## src/rtl/spm_pkg.sv

```systemverilog
// spm_pkg: shared types and fixed constants of the sparse polynomial multiplier
// used by spm_front, spm_back, spm_outq and sparse_polynomial_multiplier; no dependencies

package spm_pkg;

	localparam int EXP_W      = 10;
	localparam int PEXP_W     = 11;
	localparam int COEF_W     = 32;
	localparam int COUNT_W    = 7;
	localparam int SUM_W      = 39;
	localparam int STORE_DEPTH = 2 ** PEXP_W;

	localparam int FQ_DEPTH = 4;
	localparam int FQ_AW    = 2;
	localparam int FQ_CW    = 3;

	localparam int OQ_DEPTH = 2;
	localparam int OQ_AW    = 1;
	localparam int OQ_CW    = 2;

	localparam logic [1:0] CMD_LOAD_FIRST  = 2'd0;
	localparam logic [1:0] CMD_LOAD_SECOND = 2'd1;
	localparam logic [1:0] CMD_MULTIPLY    = 2'd2;

	typedef enum logic [1:0] {
		OP_LOAD_A = 2'd0,
		OP_LOAD_B = 2'd1,
		OP_MUL    = 2'd2
	} op_t;

	typedef struct packed {
		logic [1:0]               command;
		logic [EXP_W-1:0]         term_exponent;
		logic signed [COEF_W-1:0] term_coefficient;
	} in_t;

	typedef struct packed {
		logic [PEXP_W-1:0]        product_exponent;
		logic signed [COEF_W-1:0] product_coefficient;
		logic [COUNT_W-1:0]       term_count;
		logic                     is_empty;
		logic                     last_term;
	} out_t;

	typedef struct packed {
		op_t                      op;
		logic [EXP_W-1:0]         exponent;
		logic signed [COEF_W-1:0] coefficient;
	} cmd_t;

endpackage

```

## src/rtl/spm_front.sv

```systemverilog
// spm_front: input side, accepts transactions, clips exponents, drops unused commands
// and queues the rest for the back end; depends on spm_pkg

module spm_front #(
	parameter int EXP_MAX = 1023
) (
	input  logic         clk,
	input  logic         arst_n,
	input  logic         push,
	input  logic         hold,
	output logic         full,
	input  spm_pkg::in_t term,
	output logic         q_valid,
	input  logic         q_pop,
	output spm_pkg::cmd_t q_item
);

	spm_pkg::cmd_t                 fifo_q [spm_pkg::FQ_DEPTH];
	logic [spm_pkg::FQ_AW-1:0]     wr_q;
	logic [spm_pkg::FQ_AW-1:0]     rd_q;
	logic [spm_pkg::FQ_CW-1:0]     cnt_q;
	logic                          accept;
	logic                          wr_en;
	logic                          rd_en;
	spm_pkg::cmd_t                 item;

	assign full    = (cnt_q == spm_pkg::FQ_CW'(spm_pkg::FQ_DEPTH)) | hold;
	assign accept  = push & ~full;
	assign q_valid = (cnt_q != '0);
	assign rd_en   = q_pop & q_valid;
	assign q_item  = fifo_q[rd_q];

	// classify
	always_comb begin
		item.exponent    = term.term_exponent;
		item.coefficient = term.term_coefficient;
		item.op          = spm_pkg::OP_MUL;
		wr_en            = accept;
		if (32'(term.term_exponent) > EXP_MAX) begin
			item.exponent = spm_pkg::EXP_W'(EXP_MAX);
		end
		unique case (term.command)
			spm_pkg::CMD_LOAD_FIRST:  item.op = spm_pkg::OP_LOAD_A;
			spm_pkg::CMD_LOAD_SECOND: item.op = spm_pkg::OP_LOAD_B;
			spm_pkg::CMD_MULTIPLY:    item.op = spm_pkg::OP_MUL;
			default:                  wr_en   = 1'b0;
		endcase
	end

	always_ff @(posedge clk or negedge arst_n) begin
		if (!arst_n) begin
			wr_q  <= '0;
			rd_q  <= '0;
			cnt_q <= '0;
		end else begin
			if (wr_en) wr_q <= wr_q + 1'b1;
			if (rd_en) rd_q <= rd_q + 1'b1;
			cnt_q <= cnt_q + spm_pkg::FQ_CW'(wr_en) - spm_pkg::FQ_CW'(rd_en);
		end
	end

	always_ff @(posedge clk) begin
		if (wr_en) fifo_q[wr_q] <= item;
	end

endmodule

```

## config.mk

```make
export PLATFORM = sky130hd
export DESIGN_NAME = spm_front
export DESIGN_NICKNAME = d
export VERILOG_FILES = /design/src/rtl/spm_pkg.sv /design/src/rtl/spm_front.sv
export SDC_FILE = /design/constraint.sdc
export NUM_CORES = 1
export LEC_CHECK = 0
export BUFFER_PORTS_ARGS = -buffer_cell sky130_fd_sc_hd__buf_4
export CAP_MARGIN = 5
export CELL_PAD_IN_SITES_DETAIL_PLACEMENT = 0
export CELL_PAD_IN_SITES_GLOBAL_PLACEMENT = 1
export CORE_MARGIN = 4
export CORE_UTILIZATION = 45
export DETAILED_ROUTE_END_ITERATION = 16
export PLACE_DENSITY_LB_ADDON = 0.1
export SYNTH_ARGS = -nofsm -noshare
export SYNTH_HDL_FRONTEND = slang
export SYNTH_SLANG_ARGS = --single-unit
```

## constraint.sdc

```tcl
create_clock -name clk -period 2.25 [get_ports clk]
set_clock_uncertainty 0.1 [all_clocks]
set_input_delay 0.3375 -clock clk [delete_from_list [all_inputs] [get_ports clk]]
set_output_delay 0.3375 -clock clk [all_outputs]
set_load 0.01 [all_outputs]
```

Word-level counts from Yosys, hierarchy flattened:

Memories as Yosys holds them, arrays and structs flattened.
Index checks and enable logic that the tools add are counted.

* register bits after elaboration: 7
* latch bits: 0
* bits in writable memories: 176
* memory bits (read-only): 0
* output and inout bits: 46
* memories: 1

Memories
* fifo_q: words 4, width 44, read ports 1, clocked after memory_dff 0, wr ports 1, RTL line spm_front.sv:18 `spm_pkg::cmd_t fifo_q [spm_pkg::FQ_DEPTH];`

* add/subtract/negate cells: 4
* $mul: 0
* div/mod/pow operators: 0
* order comparisons: 0
* equality and inequality tests: 3
* shift operators: 0
* muxes and demuxes: 4
* bitwise gates (word level): 4
* reduce and logical (&&, ||, !) cells: 3

Operators by type and width (count)
* $add A2 B1 Y2 const B: 2
* $pmux W2 S2: 1
* $add A3 B1 Y3: 1
* $eq A3 B3 Y1 const B: 1
* $mux W1: 3
* $reduce_bool A3 Y1: 1
* $reduce_or A3 Y1: 1
* $sub A3 B1 Y3: 1
* $and A1 B1 Y1: 2
* $eq A2 B1 Y1 const B: 1
* $eq A2 B2 Y1 const B: 1
* $logic_not A2 Y1: 1
* $not A1 Y1: 1
* $or A1 B1 Y1: 1

Depth between registers and ports, before layout:

* word-level depth: 7
* gate-level depth with buffers: 9
* depth with buffers taken out: 9

Worst setup path after synthesis:

OpenSTA, ideal clock, no wires.

* path kind: input to register
* start: input port push
* end: register cnt_q[2] (netlist bit)
* setup time: 0.127 ns
* arrival time: 2.063 ns
* required time: 2.023 ns
* slack: -0.040 ns
* stages on the path: 9
* cell sequence: a21bo_1 -> a211oi_4 -> inv_1 -> ha_1 -> inv_1 -> ha_1 -> fa_1 -> xor2_1 -> xnor2_1

* cells in the longest elaborated chain, start to end: 4

RTL lines
* from (decl): RTL line spm_front.sv:9 `input logic push,`
* $and A1 B1 Y1: RTL line spm_front.sv:28 `assign accept = push & ~full;`
* $mux W1: RTL line spm_front.sv:42 `unique case (term.command)`
* $add A3 B1 Y3: RTL line spm_front.sv:58 `cnt_q <= cnt_q + spm_pkg::FQ_CW'(wr_en) - spm_pkg::FQ_CW'(rd_en);`
* $sub A3 B1 Y3: RTL line spm_front.sv:58
* to (signal assigned): RTL line spm_front.sv:58
* to (decl): RTL line spm_front.sv:21 `logic [spm_pkg::FQ_CW-1:0] cnt_q;`

Every way passes these cells.
A chain may end at the register's enable or synchronous reset.

==> impl_metrics.ini <==
[outcome]
status = finished, violations left
violations = negative setup slack

[detailed_routing]
routed_wl_mm = 12.3
drc_errors = 0
drt_iter0_markers = 162
antenna_left = 0
wl_per_cell_um = 19.5
drt-pass1-iter-count = 4
vias_per_cell = 5.12
vias = 3220

[layout]
nFillCells = 1066
fin_nets = 488
final_area_um2 = 9190
multi_input_area_um2 = 1250
area_growth_pct = 34.8
regArea_um2 = 5470
drive_gt1_share_pct = 46.6

[global_routing]
grt_first_pass_wirelength_mm = 18.4
grt_pass1_vias = 3458
grt_overflow = 0
grt_max_degree = 35
antenna_found_initial = 1
gr-usage-all-layers_pct = 15.0

[die]
die-width_um = 131
core_area_um2 = 14700
dieArea_um2 = 17200
initial_core_util_pct = 46.4
die_h_um = 131
ios = 95
rows = 44

[synth]
syn_area_um2 = 6820
synthesis.instances = 269
synth_area_leader_cell = edfxtp_1
synth.avg_cell_area_um2 = 25.3
syn-num-nets = 325
yosysWarningCount = 0
netlist.area_leader.share_pct = 77.5
ys_seq_area_share_pct = 80.1
ys_ff_latch = 183
synth_top_cells_by_area = edfxtp_1 (78%), mux4_2 (15%), dfrtp_1 (2.6%)
synth_cell_type_count = 21

[placement]
dp_hpwl_mm = 7.24
finalWeightedCongestion = 0.680
place_area_um2 = 7900
io_buffers = 94

[timing]
rsz0062_at_grt = yes
worst_pin_slew_ps = 371
fin_crit_sh_pct = 101
hold_viol_final = 0
maxSlewViolCount = 0
clock.fmax_mhz = 439
layout_setup_ws_ps = -25.5
relSlewSlack_pct = 75.3
min_period_ps = 2280
setup_violations = 20

[cts]
clockBufferDepth = 2
cts_buffers = 17
cts.htree.levels = 4
clk_pin_slew_ps = 60
root_buffer = clkbuf_16
clkLatencyLatePin_ps = 420
clock_sinks = 183
cts_tree = built

[setup_path]
cp-startpoint = rd_q[0]
cp-endpoint = q_item[16]
start_kind = flip-flop
crit_required_ps = 1810
arrival_ps = 1840
reg2regPathDepth = 7
r2r-end = cnt_q[2]
critPathCaptureType = output port
r2r_start = cnt_q[2]
path_max_fanout = 6
reg2reg_slack_ps = 90
path_class = reg -> out

[flow_run]
maxCapViolations = 0

[power]
p_leak_uw = 0.00324
total_power_uw = 11000
p_per_area_nw_per_um2 = 1200
peakVddDrop_mv = 0.720

[worst_hold_path]
hp-class = in -> reg
[where the power goes]
| part | internal [uW] | total (uW) | leakage, uW | switching (uW) |
|---|---|---|---|---|
| Clock | 1850 | 2990 | 0.000288 | 1150 |
| Sequential | 4100 | 4220 | 0.00167 | 125 |
| Combinational | 2230 | 3770 | 0.00128 | 1540 |
[worst min-delay path by stage]
stage,startpoint,to,slack (ps),depth (start not counted)
floorplan,arst_n,cnt_q[0],-60,0
global placement,arst_n,cnt_q[0],60,1
detailed placement,arst_n,cnt_q[0],60,1
CTS,term[10],fifo_q[0][10],0.3,1
global route,term[37],fifo_q[3][37],0.6,1
finish,term[33],fifo_q[2][33],20,1
[metrics by stage]
stage,TNS (ps),instances,utilization [%],hold WS (ps),setup slack (ps)
4_1_cts,-1270,617,61.1,0.346,-66.6
5_1_grt,-2270,629,62.5,0.553,-71.4
6_report,-190,629,62.5,23.6,-25.5
3_5_place_dp,-53.6,551,53.7,56.9,-53.6
2_1_floorplan,0,269,-,-58.1,13.9
3_3_place_gp,-40.7,551,53.7,55.7,-40.7
[synth_stat cells]
cell and instances:
edfxtp_1 176, mux4_2 44, dfrtp_1 7, ha_1 6, inv_1 6, buf_2 5, buf_6 5, and2_2 4
xnor2_1 3, xor2_1 2, a211oi_4 1, a21bo_1 1, a21o_2 1, and2b_1 1, clkbuf_1 1, fa_1 1
mux2_4 1, nand2_1 1, nor2_2 1, o31a_2 1, or3_2 1
[cells in the final DEF, fill, tap and decap left out, drive strengths merged]
| master | instances |
|---|---|
| edfxtp | 176 |
| buf | 118 |
| mux4 | 44 |
| dlygate4sd3 | 33 |
| clkbuf | 26 |
| dfrtp | 7 |
| inv | 6 |
| ha | 6 |
| and2 | 4 |
| bufinv | 4 |
| clkinv | 4 |
| xnor2 | 3 |
| xor2 | 2 |
| diode | 1 |
| o31a | 1 |
| nor2 | 1 |
| a21o | 1 |
| a21bo | 1 |
| a211oi | 1 |
| and2b | 1 |
| or3 | 1 |
| mux2 | 1 |
| nand2 | 1 |
| fa | 1 |
| clkinvlp | 1 |
[layer usage]
layer | share of wire, % | wire [um] | track usage, %
met3 | 4.4 | 542 | 4.38
met1 | 42 | 5200 | 19.6
met5 | 0 | 0 | 0
met2 | 52 | 6330 | 23.6
met4 | 1.8 | 219 | 6.72
[layout make-up]
type	instances	area share, %
repair buffers	155	17.6
inverters	6	0.245
flip-flops and latches	183	59.5
clock inverters	9	1.65
multi-input cells	69	13.6
clock buffers	22	4.83
diodes	1	0.0272
well taps	184	2.51
[repair_timing]
action,4_1_cts,5_1_grt
setup buffers,2,5
hold buffers,33,0
endpoints found under the setup margin,38,41
gates cloned,0,6
endpoints found under the hold margin,132,0
gates resized for setup,38,7
[state kept, by name (all words and copies together) (netlist names)]
name,flops
rd_q,2
wr_q,2
fifo_q,176
cnt_q,3
[worst max-delay path, stage by stage, from the launching register on]
cell	delay [ps]
dfrtp_4	510
buf_12	160
buf_12	130
mux4_2	470
buf_6	150
[kinds of logic (layout without fill, tap and decap cells)]
group                      after synthesis  after routing  synth area share [%]
xor gates and xnor gates                 5              5                 0.643
adders and majority gates                7              7                  1.39
and+or+nand+nor                          8              8                 0.808
AOI/OAI and AO/OA                        4              4                 0.716
muxes                                   45             45                  14.8
other                                    0              1                     0
DFF                                    183            183                  80.1
buffers and inverters                   17            192                  1.58
No activity file was read; power rests on OpenSTA's default activity.
