$ cat src/rtl/spm_pkg.sv
// spm_pkg: shared types and fixed constants of the sparse polynomial multiplier
// used by spm_front, spm_back, spm_outq and sparse_polynomial_multiplier; no dependencies

package spm_pkg;

	localparam int EXP_W      = 10;
	localparam int PEXP_W     = 11;
	localparam int COEF_W     = 32;
	localparam int COUNT_W    = 7;
	localparam int SUM_W      = 39;
	localparam int STORE_DEPTH = 2 ** PEXP_W;

	localparam int FQ_DEPTH = 4;
	localparam int FQ_AW    = 2;
	localparam int FQ_CW    = 3;

	localparam int OQ_DEPTH = 2;
	localparam int OQ_AW    = 1;
	localparam int OQ_CW    = 2;

	localparam logic [1:0] CMD_LOAD_FIRST  = 2'd0;
	localparam logic [1:0] CMD_LOAD_SECOND = 2'd1;
	localparam logic [1:0] CMD_MULTIPLY    = 2'd2;

	typedef enum logic [1:0] {
		OP_LOAD_A = 2'd0,
		OP_LOAD_B = 2'd1,
		OP_MUL    = 2'd2
	} op_t;

	typedef struct packed {
		logic [1:0]               command;
		logic [EXP_W-1:0]         term_exponent;
		logic signed [COEF_W-1:0] term_coefficient;
	} in_t;

	typedef struct packed {
		logic [PEXP_W-1:0]        product_exponent;
		logic signed [COEF_W-1:0] product_coefficient;
		logic [COUNT_W-1:0]       term_count;
		logic                     is_empty;
		logic                     last_term;
	} out_t;

	typedef struct packed {
		op_t                      op;
		logic [EXP_W-1:0]         exponent;
		logic signed [COEF_W-1:0] coefficient;
	} cmd_t;

endpackage

$ cat src/rtl/spm_outq.sv
// spm_outq: two-entry result queue between the back end and the result ports
// depends on spm_pkg

module spm_outq (
	input  logic          clk,
	input  logic          arst_n,
	input  logic          in_push,
	input  spm_pkg::out_t in_item,
	output logic          in_full,
	output logic          empty,
	input  logic          pop,
	output spm_pkg::out_t result
);

	spm_pkg::out_t             fifo_q [spm_pkg::OQ_DEPTH];
	logic [spm_pkg::OQ_AW-1:0] wr_q;
	logic [spm_pkg::OQ_AW-1:0] rd_q;
	logic [spm_pkg::OQ_CW-1:0] cnt_q;
	logic                      wr_en;
	logic                      rd_en;

	assign in_full = (cnt_q == spm_pkg::OQ_CW'(spm_pkg::OQ_DEPTH));
	assign empty   = (cnt_q == '0);
	assign wr_en   = in_push & ~in_full;
	assign rd_en   = pop & ~empty;
	assign result  = fifo_q[rd_q];

	always_ff @(posedge clk or negedge arst_n) begin
		if (!arst_n) begin
			wr_q  <= '0;
			rd_q  <= '0;
			cnt_q <= '0;
		end else begin
			if (wr_en) wr_q <= wr_q + 1'b1;
			if (rd_en) rd_q <= rd_q + 1'b1;
			cnt_q <= cnt_q + spm_pkg::OQ_CW'(wr_en) - spm_pkg::OQ_CW'(rd_en);
		end
	end

	always_ff @(posedge clk) begin
		if (wr_en) fifo_q[wr_q] <= in_item;
	end

endmodule

$ cat config.mk
export PLATFORM = sky130hd
export DESIGN_NAME = spm_outq
export DESIGN_NICKNAME = d
export VERILOG_FILES = /design/src/rtl/spm_pkg.sv /design/src/rtl/spm_outq.sv
export SDC_FILE = /design/constraint.sdc
export NUM_CORES = 1
export LEC_CHECK = 0
export BUFFER_PORTS_ARGS = -buffer_cell sky130_fd_sc_hd__clkbuf_2
export CORE_MARGIN = 2
export CORE_UTILIZATION = 55
export DETAILED_ROUTE_END_ITERATION = 16
export GPL_TIMING_DRIVEN = 0
export HOLD_SLACK_MARGIN = 0.05
export MAX_ROUTING_LAYER = met4
export PLACE_DENSITY = 0.83
export SLEW_MARGIN = 30
export SYNTH_ARGS = -nofsm -noshare
export SYNTH_HDL_FRONTEND = slang
export SYNTH_SLANG_ARGS = --single-unit
$ cat constraint.sdc
create_clock -name clk -period 7.5 [get_ports clk]
set_input_delay 0.375 -clock clk [delete_from_list [all_inputs] [get_ports clk]]
set_output_delay 0.375 -clock clk [all_outputs]
set_load 0.01 [all_outputs]
# --- Word-level counts from Yosys, hierarchy flattened ---
# Memory sizes are Yosys's and may differ from the RTL's.
# Index checks and enable logic that the tools add are counted.
classes:
  bitwise_logic: 4
  n_reduce_logical: 1
  n_eq_ne: 1
  addsub: 4
  n_mux: 2
ops:
  columns: ["op", "n"]
  rows:
  - ["1-bit adder (second input constant)", 2]
  - ["2-bit by 1-bit adder with 2-bit output", 1]
  - ["1-bit AND", 2]
  - ["2-bit == test (second input constant)", 1]
  - ["2-bit logical NOT", 1]
  - ["1-bit two-way mux", 2]
  - ["1-bit inverter", 2]
  - ["2-bit by 1-bit subtractor with 2-bit output", 1]
totals:
  regBits: 4
  input_bits: 56
  ramBits: 104
  output_inout_bits: 54
  word_cells: 16
  mem_count: 1
memory_table:
  columns: ["name", "words", "word_bits", "read_ports", "rd_ports_with_merged_regs", "write_ports", "line_no", "rtl"]
  rows:
  - ["fifo_q", 2, 52, 1, 0, 1, "spm_outq.sv:15", "spm_pkg::out_t fifo_q [spm_pkg::OQ_DEPTH];"]

# --- Logic depth before layout (Yosys ltp) ---
# Gate-level depths: netlist of run 1.
logic_depth:
  depth_word: 5
  mapped_depth: 7
  mapped_depth_nobuf: 7

# --- Least setup slack after synthesis of run 1 ---
# Ideal clock, no wire load.
synth_timing:
  path_type: "register to register"
  startpoint: "register cnt_q[1] (netlist bit)"
  endpoint: "memory fifo_q[0][0] (netlist bit), enable pin"
  required_ns: 7.038
  stages_incl_launch_ff: 4
  path_slack_ns: 4.262
  t_arrival_ns: 2.776
  setup_ns: 0.462
  synth_period_minus_slack_ns: 3.238
  n_path_buf: 0
  path_cell_list: "dfrtp_1 -> nand2b_1 -> nand2_1 -> nor2_1"
synth_between:
  elab_chain_cells: 5
synth_lines:
  columns: ["element", "line_no", "rtl"]
  rows:
  - ["start, declared", "spm_outq.sv:18", "logic [spm_pkg::OQ_CW-1:0] cnt_q;"]
  - ["start signal, assigned", "spm_outq.sv:36", "cnt_q <= cnt_q + spm_pkg::OQ_CW'(wr_en) - spm_pkg::OQ_CW'(rd_en);"]
  - ["2-bit == test", "spm_outq.sv:22", "assign in_full = (cnt_q == spm_pkg::OQ_CW'(spm_pkg::OQ_DEPTH));"]
  - ["1-bit inverter", "spm_outq.sv:24", "assign wr_en = in_push & ~in_full;"]
  - ["1-bit AND", "spm_outq.sv:24", null]
  - ["1-bit two-way mux", "spm_outq.sv:41", "if (wr_en) fifo_q[wr_q] <= in_item;"]
  - ["1-bit two-way mux (not written as such)", "spm_outq.sv:41", null]
  - ["end, declared", "spm_outq.sv:15", null]
# No other way between the ends.

==> qor.txt, run 1 <==
DIE HEIGHT: 91.43 µm
pre-CTS setup slack: 5.856 ns
total CTS buffers: 9
Worst Path Class, Setup: reg2out
#FFs+latches synth: 108
Syn Area/Cell: 23.36 µm²
commonest non-fill, non-tap cells in the layout: 109 x clkbuf_2, 104 x edfxtp_1, 49 x mux2_4
Sink Count: 108
gr ovfl total: 0
Worst Slack Setup Final: 5.612 ns
Cell Pwr Density: 372.7 nW/µm²
Hold EP: fifo_q[0][0]$_DFFE_PP_
Detailed Route WL: 6.360 mm
clock latency at the later pin of the worst-skew pair: 0.35 ns
status: complete, no violations
RSZ-0062 raised after global routing: false
Row Count: 31
initial core utilization: 57.35%
Sum Neg Setup Slack: 0 ns
post-CTS setup buffer count: 0
IO Pins: 110
final hold viol count: 0
DRC Markers: 0
clock root cell: clkbuf_8
Worst Hold Launch: in_item[0]
worst-path fanout max: 10
Gates resized, CTS repair: 0
gpl congestion: 0.6775
Total GRT Usage: 16.36%
Worst-Margin Slew: 0.4743 ns
Sequential Power Share: 44.9%
Synth area leaders: edfxtp_1 74%, mux2_4 18%, buf_12 2.4%
Via Count: 2018
reg2reg path depth: 7
r2r setup slk: 5.85 ns
yosys warns: 0
htree depth: 3
R2R Path Start: cnt_q[1]$_DFF_PN0_
final period utilization: 25.17%
internal power: 1350 µW
fill count: 471
CTS tree: yes
number of setup violations in the final report: 0
P_leak: 0.002109 µW
Die Width: 91.43 µm
1st-iter DRT viols: 65
Routed WL per cell: 15.59 µm
hold_buf cts: 1
R2R Path End: cnt_q[1]$_DFF_PN0_
Slew HR: 68.31%
Gate power share: 38.9%
sw frac: 29.61%
largest net degree at the start of global routing: 44
WP data required: 7.12 ns
Peak Freq: 529.8 MHz
register area share after synthesis: 76.67%
post-route antenna net violation count: 0
CP Data Arrival Time: 1.51 ns
dpl hpwl: 4.498 mm
Clk pwr share: 16.2%
vias in the first global route: 2034
share of layout cells above drive strength 1: 60.52%
global-route wire length before repair: 9.977 mm
leading cell type in the layout, fill and taps excluded: clkbuf_2
Max Clock Skew: 0.01170 ns
Synth Instances: 180
Yosys cell types: 15
Max clock buf depth: 2
Syn Std Cell Area: 4204 µm²
max-slew violations: 0
Max VDD drop: 231.9 µV
fin crit period: 1.888 ns
area grow syn2layout: 22.41%
ant diodes: 0
PortBufs: 109
crit path capture type: output port
initial antenna violation count: 0
startpoint class of the critical path: flop
# Max-Cap Violations: 0
die area: 8359 µm²
vias per cell: 4.946
Hold Path Depth: 1
biggest area consumer among synthesized cells: edfxtp_1
Yosys top cell area share: 74.29%
sw power: 568.0 µW
syn nets: 238
nets@finish: 362
Core ar.: 7331 µm²
HP Class: in2reg
Worst-path clk slew: 0.10 ns
drt pass-1 iters: 4
[layout make-up]
class / count / area [µm²] / share of cell area (%)
plain buffers: 6 / 111.4 / 2.164
clock buffers: 10 / 127.6 / 2.480
clock inverters: 6 / 47.55 / 0.9239
inverters: 2 / 7.507 / 0.1459
multi-input cells: 64 / 874.6 / 16.99
flip-flops and latches: 108 / 3223 / 62.63
well taps: 99 / 123.9 / 2.407
repair buffers: 113 / 630.6 / 12.25
[layer usage]
metal,share of wire [%],vias up,track usage [%]
li1,-,955,-
met1,40,983,19.80
met2,52,76,27.27
met3,6.7,4,4.647
met4,0.53,0,4.167
met5,0,-,-
[per-stage QoR]
stage | hold slack (ns) | std cells | instance area (µm²) | util [%] | power [µW]
after detailed placement | 0.1914 | 391 | 4961 | 67.67 | 1636
after global placement | 0.1854 | 388 | 4873 | 66.48 | 1591
final | 0.2104 | 408 | 5146 | 70.20 | 1918
after global routing | 0.1818 | 408 | 5146 | 70.20 | 2019
after floorplan | 0.07941 | 180 | 4204 | - | 1390
after CTS | 0.1880 | 408 | 5146 | 70.20 | 1947
[Yosys cell counts, drive strengths merged]
| cell type | instances |
|---|---|
| nor2b | 1 |
| xnor2 | 3 |
| nand2 | 1 |
| buf | 6 |
| xor2 | 1 |
| ha | 2 |
| edfxtp | 104 |
| nand2b | 1 |
| dfrtp | 4 |
| inv | 2 |
| and3 | 1 |
| mux2 | 52 |
| nor2 | 2 |
[cell families (layout without fill, tap and decap cells)]
family | Yosys count | after routing | share of synthesized area (%)
flops | 108 | 108 | 76.67
fa+ha+maj | 2 | 2 | 0.5951
mux | 52 | 52 | 18.30
simple gates | 6 | 6 | 0.7740
xor+xnor | 4 | 4 | 0.8335
buf+inv | 8 | 137 | 2.828
[critical path, stage by stage, from the launching register on]
cell      delay [ns]
dfrtp_1         0.36
buf_6           0.19
buf_12          0.17
mux2_4          0.30
clkbuf_2        0.14
[state kept, by name (all words and copies together), names as in the netlist]
signal  flops
fifo_q    104
cnt_q       2
rd_q        1
wr_q        1
[power groups by stage]
stage | Clock [µW] | Sequential, µW | Combinational (µW)
floorplan | 0 | 873 | 517
global placement | 0 | 882 | 710
detailed placement | 0 | 878 | 758
CTS | 322 | 864 | 761
global route | 344 | 875 | 799
finish | 310 | 862 | 746
[how the worst max path moves through the flow]
stage	start	endpoint	cells after the start
after floorplan	cnt_q[1]$_DFF_PN0_	fifo_q[0][0]$_DFFE_PP_	3
after global placement	cnt_q[1]$_DFF_PN0_	fifo_q[0][22]$_DFFE_PP_	3
after detailed placement	cnt_q[1]$_DFF_PN0_	cnt_q[1]$_DFF_PN0_	7
after CTS	rd_q$_DFFE_PN0P_	result[38]	4
after global routing	rd_q$_DFFE_PN0P_	result[30]	4
final	rd_q$_DFFE_PN0P_	result[38]	4
Note: power is estimated with default switching activity, not from simulation.
==> inputs of run 2 (changes only) <==
- CORE_UTILIZATION: 55 -> 52
- PLACE_DENSITY: 0.83 -> 0.79
- clock period: 7.5 -> 1.8 ns (I/O delays scaled with it)
==> qor.txt, run 2 (synthesis gave the netlist of run 1 again) <==
Cell Pwr Density: 1433 nW/µm²
Total GRT Usage: 17.02%
Sum Neg Setup Slack: 0 ns
crit path launch: cnt_q[0]$_DFF_PN0_
internal power: 5696 µW
final hold viol count: 0
Worst Path Class, Setup: reg2reg
Row Count: 32
sw power: 2426 µW
Final Util: 72.99%
Slew HR: 52.00%
dpl hpwl: 4.461 mm
global-route wire length before repair: 10.65 mm
gr ovfl total: 0
HP Class: in2async
# Max-Cap Violations: 0
Max Clock Skew: 0.01129 ns
PortBufs: 109
Via Count: 2190
Core ar.: 7767 µm²
reg2reg path depth: 2
Max VDD drop: 1409 µV
max reg flops: 104
vias in the first global route: 2269
Clk pwr share: 16.4%
Routed WL per cell: 15.31 µm
Worst Slack Setup Final: 0.1522 ns
worst-path fanout max: 52
R2R Path Start: cnt_q[0]$_DFF_PN0_
CP Data Arrival Time: 1.63 ns
startpoint class of the critical path: flop
Max clock buf depth: 2
Sink Count: 108
Die Width: 93.92 µm
placed cell count: 393
clock latency at the later pin of the worst-skew pair: 0.35 ns
P_leak: 0.002331 µW
Worst-path clk slew: 0.10 ns
final period utilization: 91.55%
htree depth: 3
clock root cell: clkbuf_8
Gate power share: 39.4%
Peak Freq: 606.9 MHz
sw frac: 29.87%
post-route antenna net violation count: 0
DRC Markers: 0
fin crit period: 1.648 ns
DIE HEIGHT: 93.92 µm
initial antenna violation count: 0
WP data required: 1.78 ns
Fin Hold WS: 0.09005 ns
pre-CTS setup slack: -0.02179 ns
Top Registers: fifo_q (104), cnt_q (2)
Worst-Margin Slew: 0.7200 ns
number of setup violations in the final report: 0
Biggest register: fifo_q
die area: 8820 µm²
leading cell type in the layout, fill and taps excluded: clkbuf_2
gpl congestion: 0.6941
vias per cell: 4.730
IO Pins: 110
initial core utilization: 54.12%
ant diodes: 0
total CTS buffers: 9
drt pass-1 iters: 4
RSZ-0062 raised after global routing: false
Sequential Power Share: 44.3%
CTS tree: yes
share of layout cells above drive strength 1: 52.35%
largest net degree at the start of global routing: 53
Detailed Route WL: 7.087 mm
r2r setup slk: 0.15 ns
max-slew violations: 0
Post-Layout Cell Count: 463
R2R Path End: fifo_q[1][34]$_DFFE_PP_
status: complete, no violations
area grow syn2layout: 34.85%
crit path capture type: flop
nets@finish: 414
commonest non-fill, non-tap cells in the layout: 109 x clkbuf_2, 104 x edfxtp_1, 53 x dlygate4sd3_1
1st-iter DRT viols: 58
==> run 2: worst max-delay path by stage <==
stage	endpoint	slack (ns)
floorplan	fifo_q[0][0]$_DFFE_PP_	0.002
global placement	fifo_q[0][26]$_DFFE_PP_	-0.44
detailed placement	fifo_q[0][26]$_DFFE_PP_	-0.02
CTS	fifo_q[1][29]$_DFFE_PP_	0.14
global route	fifo_q[1][34]$_DFFE_PP_	0.07
finish	fifo_q[1][34]$_DFFE_PP_	0.15
==> run 2: critical path: stages (launching register included) <==
cell and delay, ns:
dfrtp_1 0.39, nand2b_1 0.18, and3_4 0.68
==> run 2: layer usage <==
layer  vias to the layer above  global-route usage (%)  share of wire (%)
li1                       1061                       -                  -
met1                      1051                   17.46                 38
met2                        68                   32.08                 56
met3                        10                   2.488                3.7
met4                         0                   7.367                1.9
met5                         -                       -                  0
==> run 2: power by group through the flow <==
| stage | Sequential [µW] | Combinational (µW) | Clock, µW |
|---|---|---|---|
| 6_report | 3600 | 3200 | 1330 |
| 5_1_grt | 3650 | 3430 | 1470 |
| 4_1_cts | 3600 | 3250 | 1370 |
| 3_5_place_dp | 3660 | 3140 | 0 |
| 3_3_place_gp | 3640 | 2990 | 0 |
| 2_1_floorplan | 3610 | 2170 | 0 |
==> run 2: cell type report <==
cell class	instances	area (µm²)
well taps	102	127.6
clock buffers	9	123.9
clock inverters	7	60.06
multi-input cells	64	877.1
fillers	518	2098
inverters	2	7.507
repair buffers	165	1139
flip-flops and latches	108	3223
plain buffers	6	111.4
==> run 2: through the flow <==
step	power, µW	instance area [µm²]
CTS	8223	5669
global placement	6630	4888
detailed placement	6802	4947
global route	8553	5669
finish	8122	5669
floorplan	5781	4215
==> run 2: what timing repair did <==
| item | in CTS | in global routing |
|---|---|---|
| endpoints found under the hold margin | 108 | 0 |
| endpoints found under the setup margin | 23 | 0 |
| setup buffers | 1 | 0 |
| gates resized for setup | 0 | 0 |
| hold buffers | 53 | 0 |
